<file path="src/rtl/core/rsc_pkg.sv">
package rsc_pkg;

	// Default sizes of the converter.
	localparam int MAX_RADIX_DEF = 16;
	localparam int ACC_WIDTH_DEF = 32;

	// Quotient bits the digit divider retires per cycle.
	localparam int DIV_STEP = 8;

	localparam int CFG_RADIX_W = 5;
	localparam int CFG_WORD_W  = 64;
	localparam int CFG_IDX_W   = 3;

	localparam logic [7:0] CH_NUL   = 8'h00;
	localparam logic [7:0] CH_PLUS  = 8'h2B;
	localparam logic [7:0] CH_MINUS = 8'h2D;
	localparam logic [7:0] CH_SPACE = 8'h20;

	typedef enum logic [CFG_IDX_W-1:0] {
		CFG_FROM_RADIX = 3'd0,
		CFG_FROM_LOW   = 3'd1,
		CFG_FROM_HIGH  = 3'd2,
		CFG_TO_RADIX   = 3'd3,
		CFG_TO_LOW     = 3'd4,
		CFG_TO_HIGH    = 3'd5
	} cfg_index_t;

	typedef enum logic [1:0] {
		ST_OK       = 2'd0,
		ST_ALPHABET = 2'd1,
		ST_DIGIT    = 2'd2,
		ST_OVERFLOW = 2'd3
	} status_t;

	typedef struct packed {
		logic [CFG_RADIX_W-1:0] from_radix;
		logic [CFG_WORD_W-1:0]  from_low;
		logic [CFG_WORD_W-1:0]  from_high;
		logic [CFG_RADIX_W-1:0] to_radix;
		logic [CFG_WORD_W-1:0]  to_low;
		logic [CFG_WORD_W-1:0]  to_high;
	} cfg_regs_t;

	// Microprogram.
	localparam int PC_W = 4;

	typedef enum logic [3:0] {
		A_NOP        = 4'd0,
		A_FETCH      = 4'd1,
		A_CLASSIFY   = 4'd2,
		A_MARK       = 4'd3,
		A_ACCUM      = 4'd4,
		A_STATUS     = 4'd5,
		A_DIV_INIT   = 4'd6,
		A_DIV_STEP   = 4'd7,
		A_STORE      = 4'd8,
		A_EMIT_MINUS = 4'd9,
		A_READ       = 4'd10,
		A_EMIT_DIGIT = 4'd11,
		A_CLEAR      = 4'd12,
		A_EMIT_ERR   = 4'd13
	} action_t;

	typedef enum logic [3:0] {
		C_NEXT        = 4'd0,
		C_ALWAYS      = 4'd1,
		C_NO_INPUT    = 4'd2,
		C_SKIP        = 4'd3,
		C_NOT_LAST    = 4'd4,
		C_ERR         = 4'd5,
		C_DIV_MORE    = 4'd6,
		C_Q_NONZERO   = 4'd7,
		C_MORE_DIGITS = 4'd8
	} cond_t;

	typedef struct packed {
		action_t         action;
		cond_t           cond;
		logic [PC_W-1:0] target;
	} ctrl_word_t;

	typedef struct packed {
		logic in_fire;
		logic skip;
		logic last;
		logic err;
		logic div_more;
		logic q_nonzero;
		logic more_digits;
		logic hold;
	} dp_flags_t;

	localparam logic [PC_W-1:0] PC_FETCH    = 4'd0;
	localparam logic [PC_W-1:0] PC_CLASSIFY = 4'd1;
	localparam logic [PC_W-1:0] PC_MARK     = 4'd2;
	localparam logic [PC_W-1:0] PC_ACCUM    = 4'd3;
	localparam logic [PC_W-1:0] PC_CHKLAST  = 4'd4;
	localparam logic [PC_W-1:0] PC_ERRCHK   = 4'd5;
	localparam logic [PC_W-1:0] PC_DIVINIT  = 4'd6;
	localparam logic [PC_W-1:0] PC_DIVSTEP  = 4'd7;
	localparam logic [PC_W-1:0] PC_STORE    = 4'd8;
	localparam logic [PC_W-1:0] PC_MINUS    = 4'd9;
	localparam logic [PC_W-1:0] PC_READ     = 4'd10;
	localparam logic [PC_W-1:0] PC_DIGIT    = 4'd11;
	localparam logic [PC_W-1:0] PC_DONE     = 4'd12;
	localparam logic [PC_W-1:0] PC_ERR      = 4'd13;

	function automatic logic [7:0] symbol_at(input logic [CFG_WORD_W-1:0] lo,
			input logic [CFG_WORD_W-1:0] hi, input logic [3:0] idx);
		logic [2*CFG_WORD_W-1:0] both;
		both = {hi, lo};
		return both[{idx, 3'b000} +: 8];
	endfunction

endpackage

</file>
<file path="src/rtl/core/rsc_seq.sv">
module rsc_seq (
	input  logic               clk,
	input  logic               arst_n,
	input  rsc_pkg::dp_flags_t flags,
	output rsc_pkg::ctrl_word_t ctrl
);
	import rsc_pkg::*;

	logic [PC_W-1:0] pc_q;
	logic            take;

	function automatic ctrl_word_t cw(input action_t a, input cond_t c,
			input logic [PC_W-1:0] t);
		ctrl_word_t w;
		w.action = a;
		w.cond   = c;
		w.target = t;
		return w;
	endfunction

	function automatic ctrl_word_t rom_word(input logic [PC_W-1:0] a);
		ctrl_word_t w;
		case (a)
			PC_FETCH:    w = cw(A_FETCH,      C_NO_INPUT,    PC_FETCH);
			PC_CLASSIFY: w = cw(A_CLASSIFY,   C_SKIP,        PC_CHKLAST);
			PC_MARK:     w = cw(A_MARK,       C_NEXT,        PC_FETCH);
			PC_ACCUM:    w = cw(A_ACCUM,      C_NEXT,        PC_FETCH);
			PC_CHKLAST:  w = cw(A_STATUS,     C_NOT_LAST,    PC_FETCH);
			PC_ERRCHK:   w = cw(A_NOP,        C_ERR,         PC_ERR);
			PC_DIVINIT:  w = cw(A_DIV_INIT,   C_NEXT,        PC_FETCH);
			PC_DIVSTEP:  w = cw(A_DIV_STEP,   C_DIV_MORE,    PC_DIVSTEP);
			PC_STORE:    w = cw(A_STORE,      C_Q_NONZERO,   PC_DIVSTEP);
			PC_MINUS:    w = cw(A_EMIT_MINUS, C_NEXT,        PC_FETCH);
			PC_READ:     w = cw(A_READ,       C_NEXT,        PC_FETCH);
			PC_DIGIT:    w = cw(A_EMIT_DIGIT, C_MORE_DIGITS, PC_READ);
			PC_DONE:     w = cw(A_CLEAR,      C_ALWAYS,      PC_FETCH);
			PC_ERR:      w = cw(A_EMIT_ERR,   C_ALWAYS,      PC_DONE);
			default:     w = cw(A_NOP,        C_ALWAYS,      PC_FETCH);
		endcase
		return w;
	endfunction

	assign ctrl = rom_word(pc_q);

	always_comb begin
		case (ctrl.cond)
			C_NEXT:        take = 1'b0;
			C_ALWAYS:      take = 1'b1;
			C_NO_INPUT:    take = !flags.in_fire;
			C_SKIP:        take = flags.skip;
			C_NOT_LAST:    take = !flags.last;
			C_ERR:         take = flags.err;
			C_DIV_MORE:    take = flags.div_more;
			C_Q_NONZERO:   take = flags.q_nonzero;
			C_MORE_DIGITS: take = flags.more_digits;
			default:       take = 1'b1;
		endcase
	end

	always_ff @(posedge clk or negedge arst_n) begin
		if (!arst_n) begin
			pc_q <= PC_FETCH;
		end else if (!flags.hold) begin
			pc_q <= take ? ctrl.target : pc_q + 4'd1;
		end
	end

endmodule

</file>
<file path="src/rtl/core/rsc_datapath.sv">
module rsc_datapath #(
	parameter int MAX_RADIX = rsc_pkg::MAX_RADIX_DEF,
	parameter int ACC_WIDTH = rsc_pkg::ACC_WIDTH_DEF
) (
	input  logic                clk,
	input  logic                arst_n,
	input  rsc_pkg::ctrl_word_t ctrl,
	input  rsc_pkg::cfg_regs_t  cfg,
	input  logic                in_valid,
	input  logic [7:0]          in_char,
	input  logic                in_last,
	input  logic                out_stall,
	output logic                out_valid,
	output logic [7:0]          out_char,
	output logic                out_last,
	output logic [1:0]          status,
	output rsc_pkg::dp_flags_t  flags
);
	import rsc_pkg::*;

	localparam int RAD_W   = $clog2(MAX_RADIX + 1);
	localparam int DIG_W   = $clog2(MAX_RADIX);
	localparam int PROD_W  = ACC_WIDTH + RAD_W;
	localparam int NSTEP   = (ACC_WIDTH + DIV_STEP - 1) / DIV_STEP;
	localparam int PAD_W   = NSTEP * DIV_STEP;
	localparam int CNT_W   = (NSTEP > 1) ? $clog2(NSTEP) : 1;
	localparam int SLOTS   = ACC_WIDTH + 1;
	localparam int ADDR_W  = $clog2(SLOTS);

	// Number state.
	logic [ACC_WIDTH-1:0] acc_q;
	logic                 neg_q;
	logic                 first_q;
	logic                 bad_q;
	logic                 ovf_q;

	logic [7:0]           char_q;
	logic                 last_q;
	logic [DIG_W-1:0]     digit_q;
	logic                 found_q;
	logic [PROD_W-1:0]    prod_q;
	status_t              status_q;
	logic                 alph_ok_q;

	// Digit divider and store.
	logic [PAD_W-1:0]     div_q;
	logic [DIG_W-1:0]     rem_q;
	logic [CNT_W-1:0]     cnt_q;
	logic [RAD_W-1:0]     tr_q;
	logic                 minus_q;
	logic [ADDR_W-1:0]    ndig_q;
	logic [7:0]           mem [SLOTS];
	logic [7:0]           rd_data_q;

	logic                 out_valid_q;
	logic [7:0]           out_char_q;
	logic                 out_last_q;
	status_t              out_status_q;

	logic                 in_fire;
	logic                 is_sign;
	logic [RAD_W-1:0]     fr;
	logic [DIG_W-1:0]     look_digit;
	logic                 look_found;
	logic [PROD_W-1:0]    lim;
	logic [DIG_W-1:0]     rem_next;
	logic [DIV_STEP-1:0]  qbits;
	logic [DIG_W:0]       trial;
	logic                 emit_req;
	logic                 go;

	function automatic logic alph_ok(input logic [CFG_RADIX_W-1:0] radix,
			input logic [CFG_WORD_W-1:0] lo, input logic [CFG_WORD_W-1:0] hi);
		logic       ok;
		logic [7:0] s;
		ok = (radix >= 5'd2) && (radix <= 5'(MAX_RADIX));
		for (int i = 0; i < MAX_RADIX; i++) begin
			if (5'(i) < radix) begin
				s = symbol_at(lo, hi, 4'(i));
				if (s == CH_NUL || s == CH_PLUS || s == CH_MINUS || s == CH_SPACE)
					ok = 1'b0;
				for (int j = 0; j < i; j++) begin
					if (symbol_at(lo, hi, 4'(j)) == s)
						ok = 1'b0;
				end
			end
		end
		return ok;
	endfunction

	assign in_fire = in_valid && (ctrl.action == A_FETCH);
	assign is_sign = (char_q == CH_PLUS) || (char_q == CH_MINUS);

	assign fr = (cfg.from_radix > 5'(MAX_RADIX)) ? RAD_W'(MAX_RADIX)
		: cfg.from_radix[RAD_W-1:0];

	// First match wins, so scan from the top and let lower indices override.
	always_comb begin
		look_digit = '0;
		look_found = 1'b0;
		for (int i = MAX_RADIX - 1; i >= 0; i--) begin
			if (RAD_W'(i) < fr && symbol_at(cfg.from_low, cfg.from_high, 4'(i)) == char_q) begin
				look_digit = DIG_W'(i);
				look_found = 1'b1;
			end
		end
	end

	// Largest magnitude: 2^(W-1) when negative, 2^(W-1)-1 otherwise.
	assign lim = PROD_W'({neg_q, {(ACC_WIDTH-1){~neg_q}}});

	// Restoring division, DIV_STEP quotient bits per cycle, remainder stays narrow.
	always_comb begin
		rem_next = rem_q;
		qbits    = '0;
		trial    = '0;
		for (int k = 0; k < DIV_STEP; k++) begin
			trial = {rem_next, div_q[PAD_W-1-k]};
			if (trial >= (DIG_W+1)'(tr_q)) begin
				rem_next = DIG_W'(trial - (DIG_W+1)'(tr_q));
				qbits[DIV_STEP-1-k] = 1'b1;
			end else begin
				rem_next = trial[DIG_W-1:0];
			end
		end
	end

	assign emit_req = (ctrl.action == A_EMIT_ERR) || (ctrl.action == A_EMIT_DIGIT)
		|| (ctrl.action == A_EMIT_MINUS && minus_q);
	assign go = !(emit_req && out_valid_q && out_stall);

	always_ff @(posedge clk or negedge arst_n) begin
		if (!arst_n) begin
			acc_q   <= '0;
			neg_q   <= 1'b0;
			first_q <= 1'b1;
			bad_q   <= 1'b0;
			ovf_q   <= 1'b0;
		end else begin
			case (ctrl.action)
				A_CLASSIFY: begin
					first_q <= 1'b0;
					if (first_q && is_sign)
						neg_q <= (char_q == CH_MINUS);
				end
				A_MARK: begin
					if (!found_q)
						bad_q <= 1'b1;
				end
				A_ACCUM: begin
					if (found_q) begin
						if (prod_q > lim)
							ovf_q <= 1'b1;
						else
							acc_q <= prod_q[ACC_WIDTH-1:0];
					end
				end
				A_CLEAR: begin
					acc_q   <= '0;
					neg_q   <= 1'b0;
					first_q <= 1'b1;
					bad_q   <= 1'b0;
					ovf_q   <= 1'b0;
				end
				default: begin
				end
			endcase
		end
	end

	always_ff @(posedge clk) begin
		alph_ok_q <= alph_ok(cfg.from_radix, cfg.from_low, cfg.from_high)
			&& alph_ok(cfg.to_radix, cfg.to_low, cfg.to_high);
		case (ctrl.action)
			A_FETCH: begin
				if (in_fire) begin
					char_q <= in_char;
					last_q <= in_last;
				end
			end
			A_CLASSIFY: begin
				digit_q <= look_digit;
				found_q <= look_found;
			end
			A_MARK: begin
				prod_q <= PROD_W'(acc_q) * PROD_W'(fr) + PROD_W'(digit_q);
			end
			A_STATUS: begin
				if (!alph_ok_q)
					status_q <= ST_ALPHABET;
				else if (bad_q)
					status_q <= ST_DIGIT;
				else if (ovf_q)
					status_q <= ST_OVERFLOW;
				else
					status_q <= ST_OK;
			end
			A_DIV_INIT: begin
				div_q   <= PAD_W'(acc_q);
				rem_q   <= '0;
				cnt_q   <= '0;
				ndig_q  <= '0;
				tr_q    <= cfg.to_radix[RAD_W-1:0];
				minus_q <= neg_q && (acc_q != '0);
			end
			A_DIV_STEP: begin
				div_q <= (div_q << DIV_STEP) | PAD_W'(qbits);
				rem_q <= rem_next;
				cnt_q <= cnt_q + 1'b1;
			end
			A_STORE: begin
				mem[ndig_q] <= symbol_at(cfg.to_low, cfg.to_high, 4'(rem_q));
				ndig_q      <= ndig_q + 1'b1;
				rem_q       <= '0;
				cnt_q       <= '0;
			end
			A_READ: begin
				rd_data_q <= mem[ndig_q - 1'b1];
				ndig_q    <= ndig_q - 1'b1;
			end
			default: begin
			end
		endcase
	end

	// Output register: a result may wait here while the next request is taken.
	always_ff @(posedge clk or negedge arst_n) begin
		if (!arst_n) begin
			out_valid_q <= 1'b0;
		end else if (emit_req && go) begin
			out_valid_q <= 1'b1;
		end else if (!out_stall) begin
			out_valid_q <= 1'b0;
		end
	end

	always_ff @(posedge clk) begin
		if (emit_req && go) begin
			case (ctrl.action)
				A_EMIT_MINUS: begin
					out_char_q   <= CH_MINUS;
					out_last_q   <= 1'b0;
					out_status_q <= ST_OK;
				end
				A_EMIT_DIGIT: begin
					out_char_q   <= rd_data_q;
					out_last_q   <= (ndig_q == '0);
					out_status_q <= ST_OK;
				end
				default: begin
					out_char_q   <= CH_NUL;
					out_last_q   <= 1'b1;
					out_status_q <= status_q;
				end
			endcase
		end
	end

	assign out_valid = out_valid_q;
	assign out_char  = out_char_q;
	assign out_last  = out_last_q;
	assign status    = out_status_q;

	assign flags.in_fire     = in_fire;
	assign flags.skip        = (first_q && is_sign) || bad_q || ovf_q;
	assign flags.last        = last_q;
	assign flags.err         = (status_q != ST_OK);
	assign flags.div_more    = (cnt_q != CNT_W'(NSTEP - 1));
	assign flags.q_nonzero   = (div_q != '0);
	assign flags.more_digits = (ndig_q != '0);
	assign flags.hold        = !go;

endmodule

</file>
<file path="src/rtl/core/radix_string_converter_unit.sv">
// Converts a number given one character per request, in the source alphabet with an optional
// leading sign, into the same value in the destination alphabet, most significant digit first
// with a leading '-' for negative values; a bad alphabet, a foreign character or overflow of
// the ACC_WIDTH-bit signed range yields one result with out_char zero and an error status.
// A small microprogram steps the shared datapath one control word per cycle unless a result
// waiting at the output stalls it. A character that is not the last passes fetch, lookup,
// multiply-add, range check and end test, or only fetch, lookup and end test if it is the
// sign or follows an error. The last character adds an error check; an error result is
// then emitted, plus any stall at the output. Otherwise the divider is loaded and the value
// is divided by the destination radix once per output digit; the divider retires 8 quotient
// bits a cycle, and each digit ends in a store step. The optional minus sign step follows,
// spent even when there is no sign, then each digit takes a read and an emit step, plus any
// stall at the output. A last step clears the number state, then the next request is taken.
// Configuration must be written only while idle; the block itself does not enforce it.
module radix_string_converter_unit #(
	parameter int MAX_RADIX = rsc_pkg::MAX_RADIX_DEF,
	parameter int ACC_WIDTH = rsc_pkg::ACC_WIDTH_DEF
) (
	input  logic                            clk,
	input  logic                            arst_n,
	input  logic                            in_valid,
	output logic                            in_stall,
	input  logic [7:0]                      in_char,
	input  logic                            in_last,
	output logic                            out_valid,
	input  logic                            out_stall,
	output logic [7:0]                      out_char,
	output logic                            out_last,
	output logic [1:0]                      status,
	input  logic                            cfg_valid,
	output logic                            cfg_ready,
	input  logic [rsc_pkg::CFG_IDX_W-1:0]   cfg_index,
	input  logic [rsc_pkg::CFG_WORD_W-1:0]  cfg_data
);
	import rsc_pkg::*;

	cfg_regs_t  cfg_q;
	ctrl_word_t ctrl;
	dp_flags_t  flags;

	assign cfg_ready = 1'b1;

	always_ff @(posedge clk or negedge arst_n) begin
		if (!arst_n) begin
			cfg_q.from_radix <= 5'd2;
			cfg_q.from_low   <= '0;
			cfg_q.from_high  <= '0;
			cfg_q.to_radix   <= 5'd2;
			cfg_q.to_low     <= '0;
			cfg_q.to_high    <= '0;
		end else if (cfg_valid && cfg_ready) begin
			case (cfg_index)
				CFG_FROM_RADIX: cfg_q.from_radix <= cfg_data[CFG_RADIX_W-1:0];
				CFG_FROM_LOW:   cfg_q.from_low   <= cfg_data;
				CFG_FROM_HIGH:  cfg_q.from_high  <= cfg_data;
				CFG_TO_RADIX:   cfg_q.to_radix   <= cfg_data[CFG_RADIX_W-1:0];
				CFG_TO_LOW:     cfg_q.to_low     <= cfg_data;
				CFG_TO_HIGH:    cfg_q.to_high    <= cfg_data;
				default: begin
				end
			endcase
		end
	end

	assign in_stall = (ctrl.action != A_FETCH);

	rsc_seq u_seq (
		.clk    (clk),
		.arst_n (arst_n),
		.flags  (flags),
		.ctrl   (ctrl)
	);

	rsc_datapath #(
		.MAX_RADIX (MAX_RADIX),
		.ACC_WIDTH (ACC_WIDTH)
	) u_dp (
		.clk       (clk),
		.arst_n    (arst_n),
		.ctrl      (ctrl),
		.cfg       (cfg_q),
		.in_valid  (in_valid),
		.in_char   (in_char),
		.in_last   (in_last),
		.out_stall (out_stall),
		.out_valid (out_valid),
		.out_char  (out_char),
		.out_last  (out_last),
		.status    (status),
		.flags     (flags)
	);

endmodule

</file>
<file path="config.mk">
export PLATFORM = sky130hd
export DESIGN_NAME = radix_string_converter_unit
export DESIGN_NICKNAME = d
export VERILOG_FILES = /design/src/rtl/core/rsc_pkg.sv /design/src/rtl/core/rsc_seq.sv /design/src/rtl/core/rsc_datapath.sv /design/src/rtl/core/radix_string_converter_unit.sv
export SDC_FILE = /design/constraint.sdc
export NUM_CORES = 2
export LEC_CHECK = 0
export BUFFER_PORTS_ARGS = -buffer_cell sky130_fd_sc_hd__buf_2
export CORE_MARGIN = 8
export CORE_UTILIZATION = 40
export DETAILED_ROUTE_END_ITERATION = 8
export HOLD_SLACK_MARGIN = 0.12
export PLACE_DENSITY = 0.6
export SYNTH_ARGS = -nofsm -noshare
export SYNTH_HDL_FRONTEND = slang
export SYNTH_SLANG_ARGS = --single-unit
</file>
<file path="constraint.sdc">
create_clock -name clk -period 16.3 [get_ports clk]
set_clock_uncertainty 0.05 [all_clocks]
set_input_delay 4.89 -clock clk [delete_from_list [all_inputs] [get_ports clk]]
set_output_delay 4.89 -clock clk [all_outputs]
set_load 0.02 [all_outputs]
</file>
==> results.md <==
* Layout cell share with drive strength beyond 1 at 16.9%
* Final setup viols at 0
* Max-slew violations at 0
* Syn Nets at between 6,000 and 7,000
* RSZ-0062 raised after global routing: no
* Initial DRC Count at 5,529
* RePlAce Congestion at 0.997
* Power Dens Cells at 217 nW/um^2
* Die H at 409 um
* Die area at 167,000 um^2
* CTS tree: done
* Nets at 6,195
* Area Growth Syn to Fin at 8.65%
* Worst reg2reg path endpoint: u_dp.rem_q[1]$_SDFFCE_PP0P_
* CTS resizes at 0
* Met2 Use GR at 38.4%
* Worst Path Arrival at 14.08 ns
* Yosys cell types at 77
* FF+latch area at 19,300 um^2
* Starting density of the core at 40.2%
* Sw frac at a little under half
* Grt met1 use at 34.1%
* WL final at 221,000 um
* Async set-reset flop share out of synthesis at between 40% and 50%
* Layout fillers at 14,500
* Outcome: finished, final reports clean
* Critical Path End: u_dp.rem_q[1]$_SDFFCE_PP0P_
* Slew HR at 17.3%
* CORE AREA at 154,000 um^2
* Final antenna-violating net count at 0
* H-tree lvl count at 3
* FF-to-FF path depth at 60
* Part of the power in combinational logic at 66.4%
* Global route hottest layer: met2
* Worst skew pair latency at 0.73 ns
* Initial DRT Pass Iterations at 9
* Tcrit/Tclk final at 83.4%
* Fmax at between 70 and 80 MHz
* Post-synth top flop: edfxtp_1
* Pleak at 25.7 nW
* Detailed-route DRC error count at 0
* CTS sink count at 694
* Mapped Area at 61,700 um^2
* Row count at 144
* Worst min path class: reg2reg
* Commonest non-fill, non-tap cell in the layout: xor2_1
* Final Hold Viols at 0
* CP peak stage delay at slightly below 0.6 ns
* Net Sw Power at just under 0.007 W
* GR Util met3 at 6.85%
* Clock power frac at 13.3%
* Startpoint class of the critical path: register
* Syn Inst Count at 6,036
* Flop pwr share at between 20% and 30%
* Slowest cell on the critical path: inv_1
* I/O Buffers at 93
* Sum Neg Setup Slack at 0 ns
* Inserted Clock Buffers at 80
* CTS clk-pin slew, worst paths at ~0.060 ns
* Worst EP required at between 15 and 20 ns
* CTS Buffer Depth at 3
* Fin Hold WS at around 0.44 ns
* Largest net degree at the start of global routing at 181
* Crit Path Class: reg2reg
* Origin of the critical flop-to-flop path: u_dp.tr_q[1]$_DFFE_PP_
* Cts hold-fix bufs at 0
* DR vias at roughly 48,000
* Most frequent cells in the layout: xor2_1 (1,140), xnor2_1 (994), edfxtp_1 (386)
* HPWL Detailed at 140,000 um
* Avg WL per Cell at roughly 28 um
* Peak supply drop at slightly below 0.9 mV
* Clock Root Buffer: clkbuf_16
* Critical path endpoint category: register
* Die X at 409 um
* Gr ovfl total at 0
* I/O pin cnt at 95
* Worst R2R Setup Slack at between 2 and 3 ns
* Vias in the first global route at 48,000
* Multi-input logic area at around 39,000 um^2
* Avg Cell Area, Syn at 10.2 um^2
* Initial antenna violation count at 19
* Critical Path Start: u_dp.tr_q[1]$_DFFE_PP_
* Fin crit period at 13.60 ns
* Internal at 0.00778 W
* Setup bufs post-CTS at 0
* Post-synth EDFFs at 386
* Slew @ Worst Pin at ~1.2 ns
* Synthesis-stage register bit count at around 700
* GRT Total Usage at between 20% and 30%
* Ys Warns at 0
* CP Max Fanout at 13
* # Max-Cap Violations at 0
* First-pass GRT wire length at between 300,000 and 400,000 um
* Crit path top cell by count: a21o_1
* Via density at 6.05
* Sequential element share of the synthesized area at between 30% and 40%
==> logic make-up after synthesis <==
group	Yosys count	share of synthesized area, %
AOI/OAI and AO/OA	428	4.38
xor gates and xnor gates	2135	30.3
adders and majority gates	256	6.43
buffers and inverters	760	5.27
DFF	694	31.3
muxes	482	10.9
other	1	0.00608
and+or+nand+nor	1280	11.4
==> worst max-delay path: cells and delay by family (launching register included) <==
| family | cells | cell delay, ns |
|---|---|---|
| buf+inv | 3 | 0.76 |
| fa+ha+maj | 8 | 2.46 |
| flops | 1 | 0.52 |
| simple gates | 14 | 1.97 |
| mux | 6 | 1.99 |
| compound gates | 29 | 5.66 |
==> cell type report <==
class | instances | share of cell area (%)
Multi-Input combinational cell | 4582 | 58.6
Sequential cell | 694 | 28.8
Timing Repair Buffer | 379 | 3.93
Tap cell | 2044 | 3.81
Clock buffer | 99 | 3.20
Clock inverter | 50 | 1.01
Inverter | 121 | 0.677
Antenna cell | 9 | 0.0336
==> sequential cells by signal, summed over array words and instances, names as in the netlist, 2 cells and up <==
register,flops
u_dp.rd_data_q,8
u_dp.mem,264
u_dp.status,2
u_dp.cnt_q,2
u_dp.rem_q,4
u_dp.out_char,8
u_dp.prod_q,37
u_dp.digit_q,4
u_dp.status_q,2
u_dp.acc_q,32
u_dp.ndig_q,6
u_dp.char_q,8
cfg_q,266
u_seq.pc_q,4
u_dp.tr_q,5
u_dp.div_q,32
==> metrics by stage <==
stage / setup WS, ns / power (W) / util [%] / cell area [um^2] / cells
3_3_place_gp: 2.81 / 0.0123 / 41.8 / 64200 / 7820
4_1_cts: 2.61 / 0.0144 / 43.6 / 67000 / 7969
3_5_place_dp: 2.65 / 0.0124 / 41.8 / 64200 / 7820
2_1_floorplan: 4.38 / 0.0101 / - / 61700 / 6036
6_report: 2.70 / 0.0145 / 43.6 / 67100 / 7978
5_1_grt: 1.38 / 0.0154 / 43.6 / 67000 / 7969
==> power groups by stage <==
stage / sequential, W / combinational (W) / clock (W)
2_1_floorplan: 0.00270 / 0.00744 / 0
3_3_place_gp: 0.00297 / 0.00930 / 0
3_5_place_dp: 0.00297 / 0.00946 / 0
4_1_cts: 0.00294 / 0.00952 / 0.00197
5_1_grt: 0.00297 / 0.0104 / 0.00203
6_report: 0.00294 / 0.00965 / 0.00193
==> how the worst min path moves through the flow <==
stage                                   startpoint                        to  slack, ns  cells past startpoint
after floorplan             cfg_q[128]$_DFFE_PN0P_    u_dp.tr_q[0]$_DFFE_PP_       0.37                      0
after global placement    u_dp.first_q$_DFFE_PN1P_  u_dp.first_q$_DFFE_PN1P_       0.42                      2
after detailed placement  u_dp.first_q$_DFFE_PN1P_  u_dp.first_q$_DFFE_PN1P_       0.44                      2
after CTS                 u_dp.first_q$_DFFE_PN1P_  u_dp.first_q$_DFFE_PN1P_       0.44                      2
after global routing         cfg_q[80]$_DFFE_PN0P_     cfg_q[80]$_DFFE_PN0P_       0.46                      1
final                     u_dp.first_q$_DFFE_PN1P_  u_dp.first_q$_DFFE_PN1P_       0.44                      2
==> cell usage after synthesis (37+ instances only) <==
master    number  share of area [%]
a21o_1        37               0.45
a21oi_1      155                1.3
and2_1        77               0.78
buf_1        126               0.77
buf_2        301                2.4
clkbuf_1     207                1.3
dfrtp_1      304                 12
edfxtp_1     386                 19
fa_1         102                3.3
ha_1         154                3.1
inv_1        121               0.74
mux2_2       344                6.3
mux4_2       120                4.4
nand2_1      192                1.2
nand4_1      272                2.8
nor2_1       189                1.1
nor2b_1       58               0.59
nor4_1       362                3.7
o21ai_0       88               0.71
xnor2_1      995                 14
xor2_1      1140                 16
==> per-layer routing <==
| layer | part of all wire (%) | vias to the layer above | wire [um] |
|---|---|---|---|
| met2 | 43 | 2883 | 95700 |
| met4 | 5.6 | 8 | 12400 |
| met5 | 0.025 | - | 55 |
| met1 | 40 | 24100 | 89500 |
| met3 | 11 | 767 | 23600 |
| li1 | - | 20500 | - |
Note: power is estimated with default switching activity, not from simulation.
